==> src/rtl/ilc_pkg.sv <==
// ----------------------------------------------------------------------------
// ilc_pkg
// Shared types and constants of the integer literal checker.
// ----------------------------------------------------------------------------
package ilc_pkg;

    localparam int Q_DEPTH = 2;
    localparam int Q_PTR_W = (Q_DEPTH > 1) ? $clog2(Q_DEPTH) : 1;
    localparam int Q_CNT_W = $clog2(Q_DEPTH + 1);

    localparam logic [7:0] CH_PLUS  = 8'h2B;
    localparam logic [7:0] CH_MINUS = 8'h2D;
    localparam logic [7:0] CH_0     = 8'h30;
    localparam logic [7:0] CH_9     = 8'h39;
    localparam logic [7:0] CH_UA    = 8'h41;
    localparam logic [7:0] CH_UF    = 8'h46;
    localparam logic [7:0] CH_UX    = 8'h58;
    localparam logic [7:0] CH_LA    = 8'h61;
    localparam logic [7:0] CH_LF    = 8'h66;
    localparam logic [7:0] CH_LX    = 8'h78;

    localparam logic [1:0] RX_DEC = 2'd0;
    localparam logic [1:0] RX_OCT = 2'd1;
    localparam logic [1:0] RX_HEX = 2'd2;

    localparam logic [1:0] MODE_U64 = 2'd0;
    localparam logic [1:0] MODE_U32 = 2'd1;
    localparam logic [1:0] MODE_S32 = 2'd2;
    localparam logic [1:0] MODE_S64 = 2'd3;

    localparam logic [63:0] LIM_S32_NEG = 64'd2147483648;
    localparam logic [63:0] LIM_S32_POS = 64'd2147483647;
    localparam logic [63:0] LIM_U32     = 64'd4294967295;
    localparam logic [63:0] LIM_S64_POS = 64'h7FFF_FFFF_FFFF_FFFF;
    localparam logic [63:0] LIM_S64_NEG = 64'h8000_0000_0000_0000;

    typedef enum logic [4:0] {
        PH_START  = 5'b00001,
        PH_BODY   = 5'b00010,
        PH_AZERO  = 5'b00100,
        PH_A0X    = 5'b01000,
        PH_DIGITS = 5'b10000
    } t_phase;

    // classified character
    typedef struct packed {
        logic       is_plus;
        logic       is_minus;
        logic       is_zero;
        logic       is_x;
        logic       is_hex;
        logic [3:0] dval;
        logic       last;
    } t_cls;

    // finished literal before the range check
    typedef struct packed {
        logic        pre_ok;
        logic        neg;
        logic [1:0]  mode;
        logic [63:0] acc;
    } t_raw;

endpackage

==> src/rtl/integer_literal_checker_core.sv <==
// ----------------------------------------------------------------------------
// integer_literal_checker_core
// Checks and converts integer literals streamed one character per item.
//
// Input queue: drive i_char_code and i_is_last with push high; the character
// is taken at a clock edge where full is low. Mark the final character of a
// literal with i_is_last. Output queue: while empty is low, o_ok and
// o_parsed_value hold the oldest result; raise pop to take it. Each literal
// gives exactly one result.
// Throughput: one character per cycle while the result queue has room, set by
// the combinational multiply-by-base and add in the parser.
// Path: the character queue registers each character, the parser writes a
// literal's result into the result queue, and that queue's head drives the output.
// Stall: while pop is held off, the result queue fills, the parser holds
// at the next last character, the character queue fills and full rises.
// Reset: synchronous, active low on i_rst_n; queues empty, parser at the
// start of a literal, range mode back to unsigned 64 bit.
// Configuration: write i_cfg_wdata with i_cfg_we while the block is idle.
// ----------------------------------------------------------------------------
module integer_literal_checker_core (
    input  logic        i_clk,
    input  logic        i_rst_n,
    input  logic        i_cfg_we,
    input  logic [1:0]  i_cfg_wdata,
    input  logic        push,
    output logic        full,
    input  logic [7:0]  i_char_code,
    input  logic        i_is_last,
    output logic        empty,
    input  logic        pop,
    output logic        o_ok,
    output logic [63:0] o_parsed_value
);
    import ilc_pkg::*;

    logic w_cls_valid;
    t_cls w_cls;
    logic w_take;
    logic w_rq_full;
    logic w_rq_push;
    t_raw w_raw;

    ilc_front u_front (
        .i_clk       (i_clk),
        .i_rst_n     (i_rst_n),
        .i_push      (push),
        .o_full      (full),
        .i_char_code (i_char_code),
        .i_is_last   (i_is_last),
        .o_valid     (w_cls_valid),
        .o_cls       (w_cls),
        .i_take      (w_take)
    );

    ilc_back u_back (
        .i_clk       (i_clk),
        .i_rst_n     (i_rst_n),
        .i_cfg_we    (i_cfg_we),
        .i_cfg_wdata (i_cfg_wdata),
        .i_valid     (w_cls_valid),
        .i_cls       (w_cls),
        .o_take      (w_take),
        .i_rq_full   (w_rq_full),
        .o_rq_push   (w_rq_push),
        .o_raw       (w_raw)
    );

    ilc_rq u_rq (
        .i_clk          (i_clk),
        .i_rst_n        (i_rst_n),
        .i_push         (w_rq_push),
        .i_raw          (w_raw),
        .o_full         (w_rq_full),
        .o_empty        (empty),
        .i_pop          (pop),
        .o_ok           (o_ok),
        .o_parsed_value (o_parsed_value)
    );

endmodule

==> src/rtl/ilc_front.sv <==
// ----------------------------------------------------------------------------
// ilc_front
// Classifies each incoming character and queues it for the parser.
// ----------------------------------------------------------------------------
module ilc_front (
    input  logic        i_clk,
    input  logic        i_rst_n,
    input  logic        i_push,
    output logic        o_full,
    input  logic [7:0]  i_char_code,
    input  logic        i_is_last,
    output logic        o_valid,
    output ilc_pkg::t_cls o_cls,
    input  logic        i_take
);
    import ilc_pkg::*;

    t_cls               w_cls;
    t_cls               r_mem [Q_DEPTH];
    logic [Q_PTR_W-1:0] r_wptr, n_wptr;
    logic [Q_PTR_W-1:0] r_rptr, n_rptr;
    logic [Q_CNT_W-1:0] r_cnt,  n_cnt;
    logic               w_wr, w_rd;

    always_comb begin
        w_cls          = '0;
        w_cls.last     = i_is_last;
        w_cls.is_plus  = (i_char_code == CH_PLUS);
        w_cls.is_minus = (i_char_code == CH_MINUS);
        w_cls.is_zero  = (i_char_code == CH_0);
        w_cls.is_x     = (i_char_code == CH_LX) || (i_char_code == CH_UX);
        case (i_char_code) inside
            [CH_0:CH_9]: begin
                w_cls.is_hex = 1'b1;
                w_cls.dval   = i_char_code[3:0];
            end
            [CH_LA:CH_LF], [CH_UA:CH_UF]: begin
                // low three bits give 1..6 for a..f
                w_cls.is_hex = 1'b1;
                w_cls.dval   = 4'(i_char_code[2:0] + 3'd1) + 4'd8;
            end
            default: begin
                w_cls.is_hex = 1'b0;
            end
        endcase
    end

    assign o_full  = (r_cnt == Q_CNT_W'(Q_DEPTH));
    assign o_valid = (r_cnt != '0);
    assign o_cls   = r_mem[r_rptr];
    assign w_wr    = i_push && !o_full;
    assign w_rd    = i_take && o_valid;

    always_comb begin
        n_wptr = r_wptr;
        n_rptr = r_rptr;
        n_cnt  = r_cnt;
        if (w_wr) begin
            n_wptr = (r_wptr == Q_PTR_W'(Q_DEPTH - 1)) ? '0 : r_wptr + 1'b1;
        end
        if (w_rd) begin
            n_rptr = (r_rptr == Q_PTR_W'(Q_DEPTH - 1)) ? '0 : r_rptr + 1'b1;
        end
        if (w_wr && !w_rd) begin
            n_cnt = r_cnt + 1'b1;
        end else if (w_rd && !w_wr) begin
            n_cnt = r_cnt - 1'b1;
        end
    end

    always_ff @(posedge i_clk) begin
        if (!i_rst_n) begin
            r_wptr <= '0;
            r_rptr <= '0;
            r_cnt  <= '0;
        end else begin
            r_wptr <= n_wptr;
            r_rptr <= n_rptr;
            r_cnt  <= n_cnt;
        end
    end

    always_ff @(posedge i_clk) begin
        if (w_wr) begin
            r_mem[r_wptr] <= w_cls;
        end
    end

endmodule

==> src/rtl/ilc_back.sv <==
// ----------------------------------------------------------------------------
// ilc_back
// Parser: phase, sign, base, accumulator; one char per cycle unless rq full.
// ----------------------------------------------------------------------------
module ilc_back (
    input  logic          i_clk,
    input  logic          i_rst_n,
    input  logic          i_cfg_we,
    input  logic [1:0]    i_cfg_wdata,
    input  logic          i_valid,
    input  ilc_pkg::t_cls i_cls,
    output logic          o_take,
    input  logic          i_rq_full,
    output logic          o_rq_push,
    output ilc_pkg::t_raw o_raw
);
    import ilc_pkg::*;

    logic [1:0]  r_mode;
    t_phase      r_phase, n_phase;
    logic        r_neg, n_neg;
    logic [1:0]  r_radix, n_radix;
    logic [63:0] r_acc, n_acc;
    logic        r_failed, n_failed;
    logic        w_digit;
    logic        w_too_big;
    logic [67:0] w_prod;
    logic [68:0] w_wide;

    // a last character needs room in the result queue
    assign o_take    = i_valid && (!i_cls.last || !i_rq_full);
    assign o_rq_push = o_take && i_cls.last;

    always_comb begin
        n_phase  = r_phase;
        n_neg    = r_neg;
        n_radix  = r_radix;
        n_acc    = r_acc;
        n_failed = r_failed;
        w_digit  = 1'b0;
        case (r_phase)
            PH_START: begin
                if (i_cls.is_plus) begin
                    n_phase = PH_BODY;
                end else if (i_cls.is_minus) begin
                    n_neg   = 1'b1;
                    n_phase = PH_BODY;
                end else if (i_cls.is_zero) begin
                    n_phase = PH_AZERO;
                    n_acc   = '0;
                end else begin
                    n_radix = RX_DEC;
                    w_digit = 1'b1;
                end
            end
            PH_BODY: begin
                if (i_cls.is_zero) begin
                    n_phase = PH_AZERO;
                    n_acc   = '0;
                end else begin
                    n_radix = RX_DEC;
                    w_digit = 1'b1;
                end
            end
            PH_AZERO: begin
                if (i_cls.is_x) begin
                    n_phase = PH_A0X;
                end else begin
                    n_radix = RX_OCT;
                    w_digit = 1'b1;
                end
            end
            PH_A0X: begin
                n_radix = RX_HEX;
                w_digit = 1'b1;
            end
            default: begin
                w_digit = 1'b1;
            end
        endcase

        case (n_radix)
            RX_OCT: begin
                w_prod    = {1'b0, r_acc, 3'b000};
                w_too_big = i_cls.dval[3];
            end
            RX_HEX: begin
                w_prod    = {r_acc, 4'b0000};
                w_too_big = 1'b0;
            end
            default: begin
                w_prod    = {1'b0, r_acc, 3'b000} + {3'b000, r_acc, 1'b0};
                w_too_big = (i_cls.dval > 4'd9);
            end
        endcase
        w_wide = {1'b0, w_prod} + 69'(i_cls.dval);

        if (w_digit) begin
            n_phase = PH_DIGITS;
            if (!r_failed) begin
                if (!i_cls.is_hex || w_too_big) begin
                    n_failed = 1'b1;
                end else if (w_wide[68:64] != '0) begin
                    n_failed = 1'b1;
                end else begin
                    n_acc = w_wide[63:0];
                end
            end
        end
    end

    always_comb begin
        o_raw.pre_ok = !n_failed && !(n_phase inside {PH_START, PH_BODY, PH_A0X});
        o_raw.neg    = n_neg;
        o_raw.mode   = r_mode;
        o_raw.acc    = n_acc;
    end

    always_ff @(posedge i_clk) begin
        if (!i_rst_n) begin
            r_mode <= MODE_U64;
        end else if (i_cfg_we) begin
            r_mode <= i_cfg_wdata;
        end
    end

    always_ff @(posedge i_clk) begin
        if (!i_rst_n) begin
            r_phase  <= PH_START;
            r_neg    <= 1'b0;
            r_radix  <= RX_DEC;
            r_acc    <= '0;
            r_failed <= 1'b0;
        end else if (o_take) begin
            if (i_cls.last) begin
                // drop literal state for the next one
                r_phase  <= PH_START;
                r_neg    <= 1'b0;
                r_radix  <= RX_DEC;
                r_acc    <= '0;
                r_failed <= 1'b0;
            end else begin
                r_phase  <= n_phase;
                r_neg    <= n_neg;
                r_radix  <= n_radix;
                r_acc    <= n_acc;
                r_failed <= n_failed;
            end
        end
    end

`ifndef SYNTHESIS
    a_start_clean: assert property (@(posedge i_clk) disable iff (!i_rst_n)
        (r_phase == PH_START) |-> (r_acc == '0 && !r_neg && !r_failed))
        else $error("start phase carries literal state");
    a_hex_in_digits: assert property (@(posedge i_clk) disable iff (!i_rst_n)
        (r_radix == RX_HEX) |-> (r_phase == PH_DIGITS))
        else $error("hex radix outside digit phase");
    a_push_room: assert property (@(posedge i_clk) disable iff (!i_rst_n)
        o_rq_push |-> !i_rq_full)
        else $error("result pushed into full queue");
`endif

endmodule

==> src/rtl/ilc_rq.sv <==
// ----------------------------------------------------------------------------
// ilc_rq
// Result queue with the final range check and sign application at its head.
// ----------------------------------------------------------------------------
module ilc_rq (
    input  logic          i_clk,
    input  logic          i_rst_n,
    input  logic          i_push,
    input  ilc_pkg::t_raw i_raw,
    output logic          o_full,
    output logic          o_empty,
    input  logic          i_pop,
    output logic          o_ok,
    output logic [63:0]   o_parsed_value
);
    import ilc_pkg::*;

    t_raw               r_mem [Q_DEPTH];
    t_raw               w_head;
    logic [Q_PTR_W-1:0] r_wptr, n_wptr;
    logic [Q_PTR_W-1:0] r_rptr, n_rptr;
    logic [Q_CNT_W-1:0] r_cnt,  n_cnt;
    logic               w_wr, w_rd;
    logic               w_in_range;

    assign o_full  = (r_cnt == Q_CNT_W'(Q_DEPTH));
    assign o_empty = (r_cnt == '0);
    assign w_wr    = i_push && !o_full;
    assign w_rd    = i_pop && !o_empty;
    assign w_head  = r_mem[r_rptr];

    always_comb begin
        case (w_head.mode)
            MODE_U64: w_in_range = !w_head.neg;
            MODE_U32: w_in_range = !w_head.neg && (w_head.acc <= LIM_U32);
            MODE_S32: w_in_range = w_head.acc <= (w_head.neg ? LIM_S32_NEG : LIM_S32_POS);
            default:  w_in_range = w_head.acc <= (w_head.neg ? LIM_S64_NEG : LIM_S64_POS);
        endcase
        o_ok = w_head.pre_ok && w_in_range;
        if (!o_ok) begin
            o_parsed_value = '0;
        end else if (w_head.neg) begin
            o_parsed_value = 64'(~w_head.acc + 64'd1);
        end else begin
            o_parsed_value = w_head.acc;
        end
    end

    always_comb begin
        n_wptr = r_wptr;
        n_rptr = r_rptr;
        n_cnt  = r_cnt;
        if (w_wr) begin
            n_wptr = (r_wptr == Q_PTR_W'(Q_DEPTH - 1)) ? '0 : r_wptr + 1'b1;
        end
        if (w_rd) begin
            n_rptr = (r_rptr == Q_PTR_W'(Q_DEPTH - 1)) ? '0 : r_rptr + 1'b1;
        end
        if (w_wr && !w_rd) begin
            n_cnt = r_cnt + 1'b1;
        end else if (w_rd && !w_wr) begin
            n_cnt = r_cnt - 1'b1;
        end
    end

    always_ff @(posedge i_clk) begin
        if (!i_rst_n) begin
            r_wptr <= '0;
            r_rptr <= '0;
            r_cnt  <= '0;
        end else begin
            r_wptr <= n_wptr;
            r_rptr <= n_rptr;
            r_cnt  <= n_cnt;
        end
    end

    always_ff @(posedge i_clk) begin
        if (w_wr) begin
            r_mem[r_wptr] <= i_raw;
        end
    end

endmodule

==> config.mk <==
export PLATFORM = sky130hd
export DESIGN_NAME = integer_literal_checker_core
export DESIGN_NICKNAME = d
export VERILOG_FILES = /design/src/rtl/ilc_pkg.sv /design/src/rtl/integer_literal_checker_core.sv /design/src/rtl/ilc_front.sv /design/src/rtl/ilc_back.sv /design/src/rtl/ilc_rq.sv
export SDC_FILE = /design/constraint.sdc
export NUM_CORES = 1
export LEC_CHECK = 0
export CAP_MARGIN = 40
export CORE_MARGIN = 2
export CORE_UTILIZATION = 45
export DETAILED_ROUTE_END_ITERATION = 10
export DONT_BUFFER_PORTS = 1
export GPL_ROUTABILITY_DRIVEN = 0
export GPL_TIMING_DRIVEN = 1
export PLACE_DENSITY = 0.65
export SYNTH_ARGS = -nofsm -noshare
export SYNTH_HDL_FRONTEND = slang
export SYNTH_HIERARCHICAL = 1
export SYNTH_SLANG_ARGS = --single-unit
==> constraint.sdc <==
create_clock -name i_clk -period 11.95 [get_ports i_clk]
set_input_delay 2.39 -clock i_clk [delete_from_list [all_inputs] [get_ports i_clk]]
set_output_delay 2.39 -clock i_clk [all_outputs]
set_load 0.005 [all_outputs]
==> metrics.txt <==
# TYPE chip_impl_metric gauge
chip_impl_info{name="run_status",value="finished, final reports clean"} 1
chip_impl_metric{name="number_of_max_cap_violations",unit=""} 0
chip_impl_metric{name="via_cell_ratio",unit=""} 6.50
chip_impl_info{name="synth-main-ff-cell",value="edfxtp_1"} 1
chip_impl_metric{name="antenna_found_initial",unit=""} 0
chip_impl_metric{name="cts_num_sinks",unit=""} 241
chip_impl_info{name="hold_start",value="u_front/r_cnt[1]"} 1
chip_impl_metric{name="synth_area",unit="sq mm"} 0.0220
chip_impl_metric{name="routedWlPerCell",unit="um"} 20.6
chip_impl_metric{name="signed_area_change_from_the_synthesized_netlist_to_the_final_layout",unit="%"} 5.23
chip_impl_metric{name="holdPathStages",unit=""} 2
chip_impl_metric{name="diodes",unit=""} 0
chip_impl_metric{name="critical_path_arrival",unit="ns"} 9.33
chip_impl_metric{name="synth.top_cell.area_share",unit="%"} 21.2
chip_impl_info{name="endpoint_kind",value="flop"} 1
chip_impl_metric{name="remaining_drc_errors",unit=""} 0
chip_impl_info{name="synth_area_leader_cell",value="edfxtp_1"} 1
chip_impl_metric{name="hold_buffers",unit=""} 0
chip_impl_metric{name="final-setup-viol-count",unit=""} 0
chip_impl_metric{name="fin_crit_sh",unit="%"} 75.0
chip_impl_metric{name="cts.htree.levels",unit=""} 1
chip_impl_metric{name="yosys_register_bits",unit=""} 241
chip_impl_metric{name="reg2regPathDepth",unit=""} 24
chip_impl_metric{name="maximum_number_of_pins_on_one_net_before_global_route_repair",unit=""} 103
chip_impl_info{name="cell_at_the_root_of_the_clock_tree",value="clkbuf_16"} 1
chip_impl_metric{name="grt_first_pass_wirelength",unit="mm"} 100
chip_impl_info{name="hold_end",value="u_front/r_cnt[1]"} 1
chip_impl_info{name="regToRegEndpoint",value="u_back/r_acc[57]"} 1
chip_impl_metric{name="report.final.slew_viol_count",unit=""} 0
chip_impl_metric{name="postSynth.asyncResetShare",unit="%"} 0
chip_impl_metric{name="boundaryPins",unit=""} 83
chip_impl_metric{name="largest_voltage_drop_on_the_vdd_net",unit="mV"} 0.113
chip_impl_metric{name="ant_nets",unit=""} 0
chip_impl_metric{name="power.density",unit="mW/mm^2"} 150
chip_impl_metric{name="n_fill_cell",unit=""} 4554
chip_impl_metric{name="fraction_of_the_mapped_netlist_area_in_compound_gates",unit="%"} 23.2
chip_impl_metric{name="clk_pin_slew",unit="ns"} 0.07
chip_impl_metric{name="fp.dieW",unit="um"} 225
chip_impl_metric{name="cp.required",unit="ns"} 12.32
chip_impl_info{name="min_path_type",value="flop to flop"} 1
chip_impl_metric{name="seq_area_frac_synth",unit="%"} 29.0
chip_impl_metric{name="regToRegSetupSlack",unit="ns"} 2.99
chip_impl_metric{name="globalRouteOverflowTotal",unit=""} 0
chip_impl_metric{name="switching_fraction_of_total_power",unit="%"} 39.9
chip_impl_metric{name="comb_power_share",unit="%"} 45.6
chip_impl_info{name="synth.most_common_cell",value="nand2_1"} 1
chip_impl_metric{name="final.setup_skew",unit="ns"} 0.0161
chip_impl_info{name="cp_cell_sequence",value="mux2_2 > nor3_1 > a21oi_1 > o32ai_1 > nand2b_1 > o21a_1 > a31oi_1 > ha_4 > buf_4 > a221oi_1 > nor2_1 > nor2_1 > or4b_1 > nor4bb_1 > nand4_1 > nor3b_1 > nand2_1 > nor4_2 > mux2_1 > and4b_4 > buf_4 > o21ai_4 > buf_4 > o2bb2ai_1"} 1
chip_impl_metric{name="max-clock-path-buffers",unit=""} 3
chip_impl_metric{name="drt_first_iter_violations",unit=""} 2237
chip_impl_metric{name="synth-adder-area-share",unit="%"} 8.01
chip_impl_metric{name="relSlewSlack",unit="%"} 34.6
chip_impl_info{name="cpLargestDelayFamily",value="simple AND/OR/NAND/NOR gates"} 1
chip_impl_metric{name="synth-warning-count",unit=""} 6
chip_impl_metric{name="synth_edf_count",unit=""} 156
chip_impl_metric{name="first_pass_iters",unit=""} 6
chip_impl_metric{name="post_cts_buffers",unit=""} 0
chip_impl_info{name="synth_top_family_by_area",value="compound AO/OA/AOI/OAI gates"} 1
chip_impl_metric{name="numCtsBuffers",unit=""} 22
chip_impl_metric{name="hold_viol_final",unit=""} 0
chip_impl_metric{name="floorplan.initialDensity",unit="%"} 45.3
chip_impl_metric{name="grt_usage",unit="%"} 24.3
chip_impl_metric{name="cell_internal_power_dissipation",unit="mW"} 2.08
chip_impl_metric{name="detail_route.wirelength",unit="mm"} 64.1
chip_impl_metric{name="synth_fp_nets",unit=""} 2730
chip_impl_metric{name="max_freq",unit="MHz"} 112
chip_impl_metric{name="timing.critical_path.depth",unit=""} 24
chip_impl_metric{name="final.min_clock_period",unit="ns"} 8.96
chip_impl_metric{name="synthDistinctLibCells",unit=""} 101
chip_impl_metric{name="syn_area_per_cell",unit="sq um"} 8.56
chip_impl_info{name="worstSetupPathType",value="flop to flop"} 1
chip_impl_info{name="crit_path_frequent_cell",value="buf_4"} 1
chip_impl_metric{name="place_hpwl",unit="mm"} 49.9
chip_impl_metric{name="seq_power_share",unit="%"} 32.4
chip_impl_metric{name="setup_tns",unit="ns"} 0
chip_impl_metric{name="vias",unit=""} 20200
chip_impl_metric{name="max_slew.worst_pin.slew",unit="ns"} 0.967
chip_impl_metric{name="critical_path_fanout_max",unit=""} 87
chip_impl_metric{name="first_global_vias",unit=""} 18400
chip_impl_metric{name="port_buffers",unit=""} 0
chip_impl_info{name="crit_path_top_delay_cell",value="and4b_4"} 1
chip_impl_metric{name="die_y",unit="um"} 225
chip_impl_metric{name="clk_latency",unit="ns"} 0.51
chip_impl_info{name="setup.worst_path.start_class",value="flop"} 1
chip_impl_metric{name="final_layout_size_suffix_gt1_share",unit="%"} 7.74
chip_impl_metric{name="power.switching",unit="mW"} 1.39
chip_impl_metric{name="dieArea",unit="sq mm"} 0.0508
chip_impl_metric{name="final_core_occ",unit="%"} 47.7
chip_impl_metric{name="critPathBufInv",unit=""} 3
chip_impl_info{name="clock_tree_from_tritoncts",value="built"} 1
chip_impl_metric{name="power.clock.fraction",unit="%"} 22.0
chip_impl_metric{name="post_cts.resized_instances",unit=""} 0
chip_impl_metric{name="max_stage_delay",unit="ns"} 0.82
chip_impl_info{name="netlist_top_cells_area",value="edfxtp_1, ha_1, dfxtp_1"} 1
chip_impl_info{name="setup_repair_after_global_routing_missed_its_margin",value="no"} 1
chip_impl_metric{name="core_area",unit="sq mm"} 0.0486
chip_impl_metric{name="synth-simple-area-share",unit="%"} 22.7
chip_impl_metric{name="std_cell_rows",unit=""} 81
chip_impl_metric{name="synth.area.mux_share",unit="%"} 7.41
chip_impl_metric{name="synth-xor-area-share",unit="%"} 5.76
chip_impl_metric{name="layout.nets",unit=""} 2632
chip_impl_metric{name="power_leakage",unit="nW"} 7.79
chip_impl_metric{name="syn_inst",unit=""} 2574
chip_impl_info{name="netlist_top_cells_count",value="nand2_1, nor2_1, a21oi_1, edfxtp_1, ha_1"} 1
## placed cells by master (no fill, tap or decap), types with 21 or more instances in the layout
master	netlist	layout
a31oi_1	29	29
nor4_1	33	33
a22oi_1	22	22
nand3_1	51	50
nand2b_1	25	25
clkbuf_16	0	23
o211ai_1	22	22
dfxtp_1	85	84
xor2_1	59	59
a211oi_1	22	22
inv_1	47	46
o21a_1	28	28
nor3b_1	33	33
a21oi_1	191	191
ha_1	138	136
nor2_1	232	231
mux2_2	72	72
or3_1	26	26
nand4_1	71	71
o31ai_1	21	21
o21ai_0	128	128
nand2_1	234	234
o2bb2ai_1	63	63
a21o_1	30	30
a221oi_1	35	35
nor3_1	81	81
nor2b_1	26	26
edfxtp_1	156	156
xnor2_1	86	86
mux2i_1	81	80
## power by group through the flow
stage               Combinational (mW)  Clock (mW)  Sequential, mW
finish                            1.58       0.763            1.13
global route                      1.74       0.803            1.14
CTS                               1.57       0.773            1.12
detailed placement                1.57           0            1.14
global placement                  1.50           0            1.14
floorplan                         1.27           0            1.10
## per-stage QoR
| stage | total power, mW | cell area, sq um | std cells | setup slack, ns | hold slack, ns |
|---|---|---|---|---|---|
| 2_1_floorplan | 2.37 | 22000 | 2574 | 3.37 | 0.425 |
| 3_3_place_gp | 2.64 | 22300 | 3069 | 3.27 | 0.487 |
| 3_5_place_dp | 2.71 | 22400 | 3074 | 3.07 | 0.508 |
| 4_1_cts | 3.47 | 23200 | 3114 | 3.05 | 0.523 |
| 5_1_grt | 3.68 | 23200 | 3114 | 2.40 | 0.525 |
| 6_report | 3.47 | 23200 | 3114 | 2.99 | 0.522 |
## sequential cells by signal (all words and copies together), names as in the netlist, named ones only
| name | flops |
|---|---|
| u_rq/r_mem | 136 |
| u_back/r_acc | 64 |
| u_front/r_mem | 20 |
| u_back/r_phase | 5 |
| u_back/r_mode | 2 |
| u_back/r_radix | 2 |
| u_front/r_cnt | 2 |
| u_rq/r_cnt | 2 |
| u_back/r_failed | 1 |
| u_back/r_neg | 1 |
| u_front/r_rptr | 1 |
| u_front/r_wptr | 1 |
| u_rq/r_rptr | 1 |
| u_rq/r_wptr | 1 |
## routing by layer
metal | GRT usage [%] | up-vias | wire length [um]
met2 | 37.4 | 800 | 27300
met3 | 1.42 | 106 | 4490
met5 | 0 | - | 0
met1 | 36.1 | 9622 | 30300
met4 | 8.25 | 0 | 1970
li1 | - | 9699 | -
## worst max-delay path by stage
stage | from | to | slack (ns)
2_1_floorplan | flop | u_rq/r_mem[0][27] | 3.37
3_3_place_gp | flop | u_back/r_acc[58] | 3.27
3_5_place_dp | flop | u_back/r_acc[57] | 3.07
4_1_cts | flop | u_back/r_acc[57] | 3.05
5_1_grt | flop | u_back/r_acc[40] | 2.40
6_report | flop | u_back/r_acc[57] | 2.99
## worst reg2reg max path: cells and delay by family, from the launching register on
family / cells / cell delay (ns)
and+or+nand+nor: 11 / 3.66
buffers and inverters: 3 / 1.71
AOI/OAI and AO/OA: 7 / 1.42
muxes: 2 / 0.81
adders and majority gates: 1 / 0.64
DFF: 1 / 0.59
## layout make-up
type / count / area [sq um] / share of cell area, %
Clock buffer: 26 / 607 / 2.62
Sequential cell: 241 / 6390 / 27.5
Tap cell: 622 / 778 / 3.35
Timing Repair Buffer: 25 / 248 / 1.07
Clock inverter: 14 / 183 / 0.787
Inverter: 47 / 176 / 0.760
Multi-Input combinational cell: 2139 / 14800 / 63.9
## logic make-up after synthesis
logic type | after synthesis
simple gates | 955
compound gates | 745
flops | 241
buf+inv | 194
mux | 154
xor+xnor | 145
fa+ha+maj | 140
Note: power is estimated with default switching activity, not from simulation.
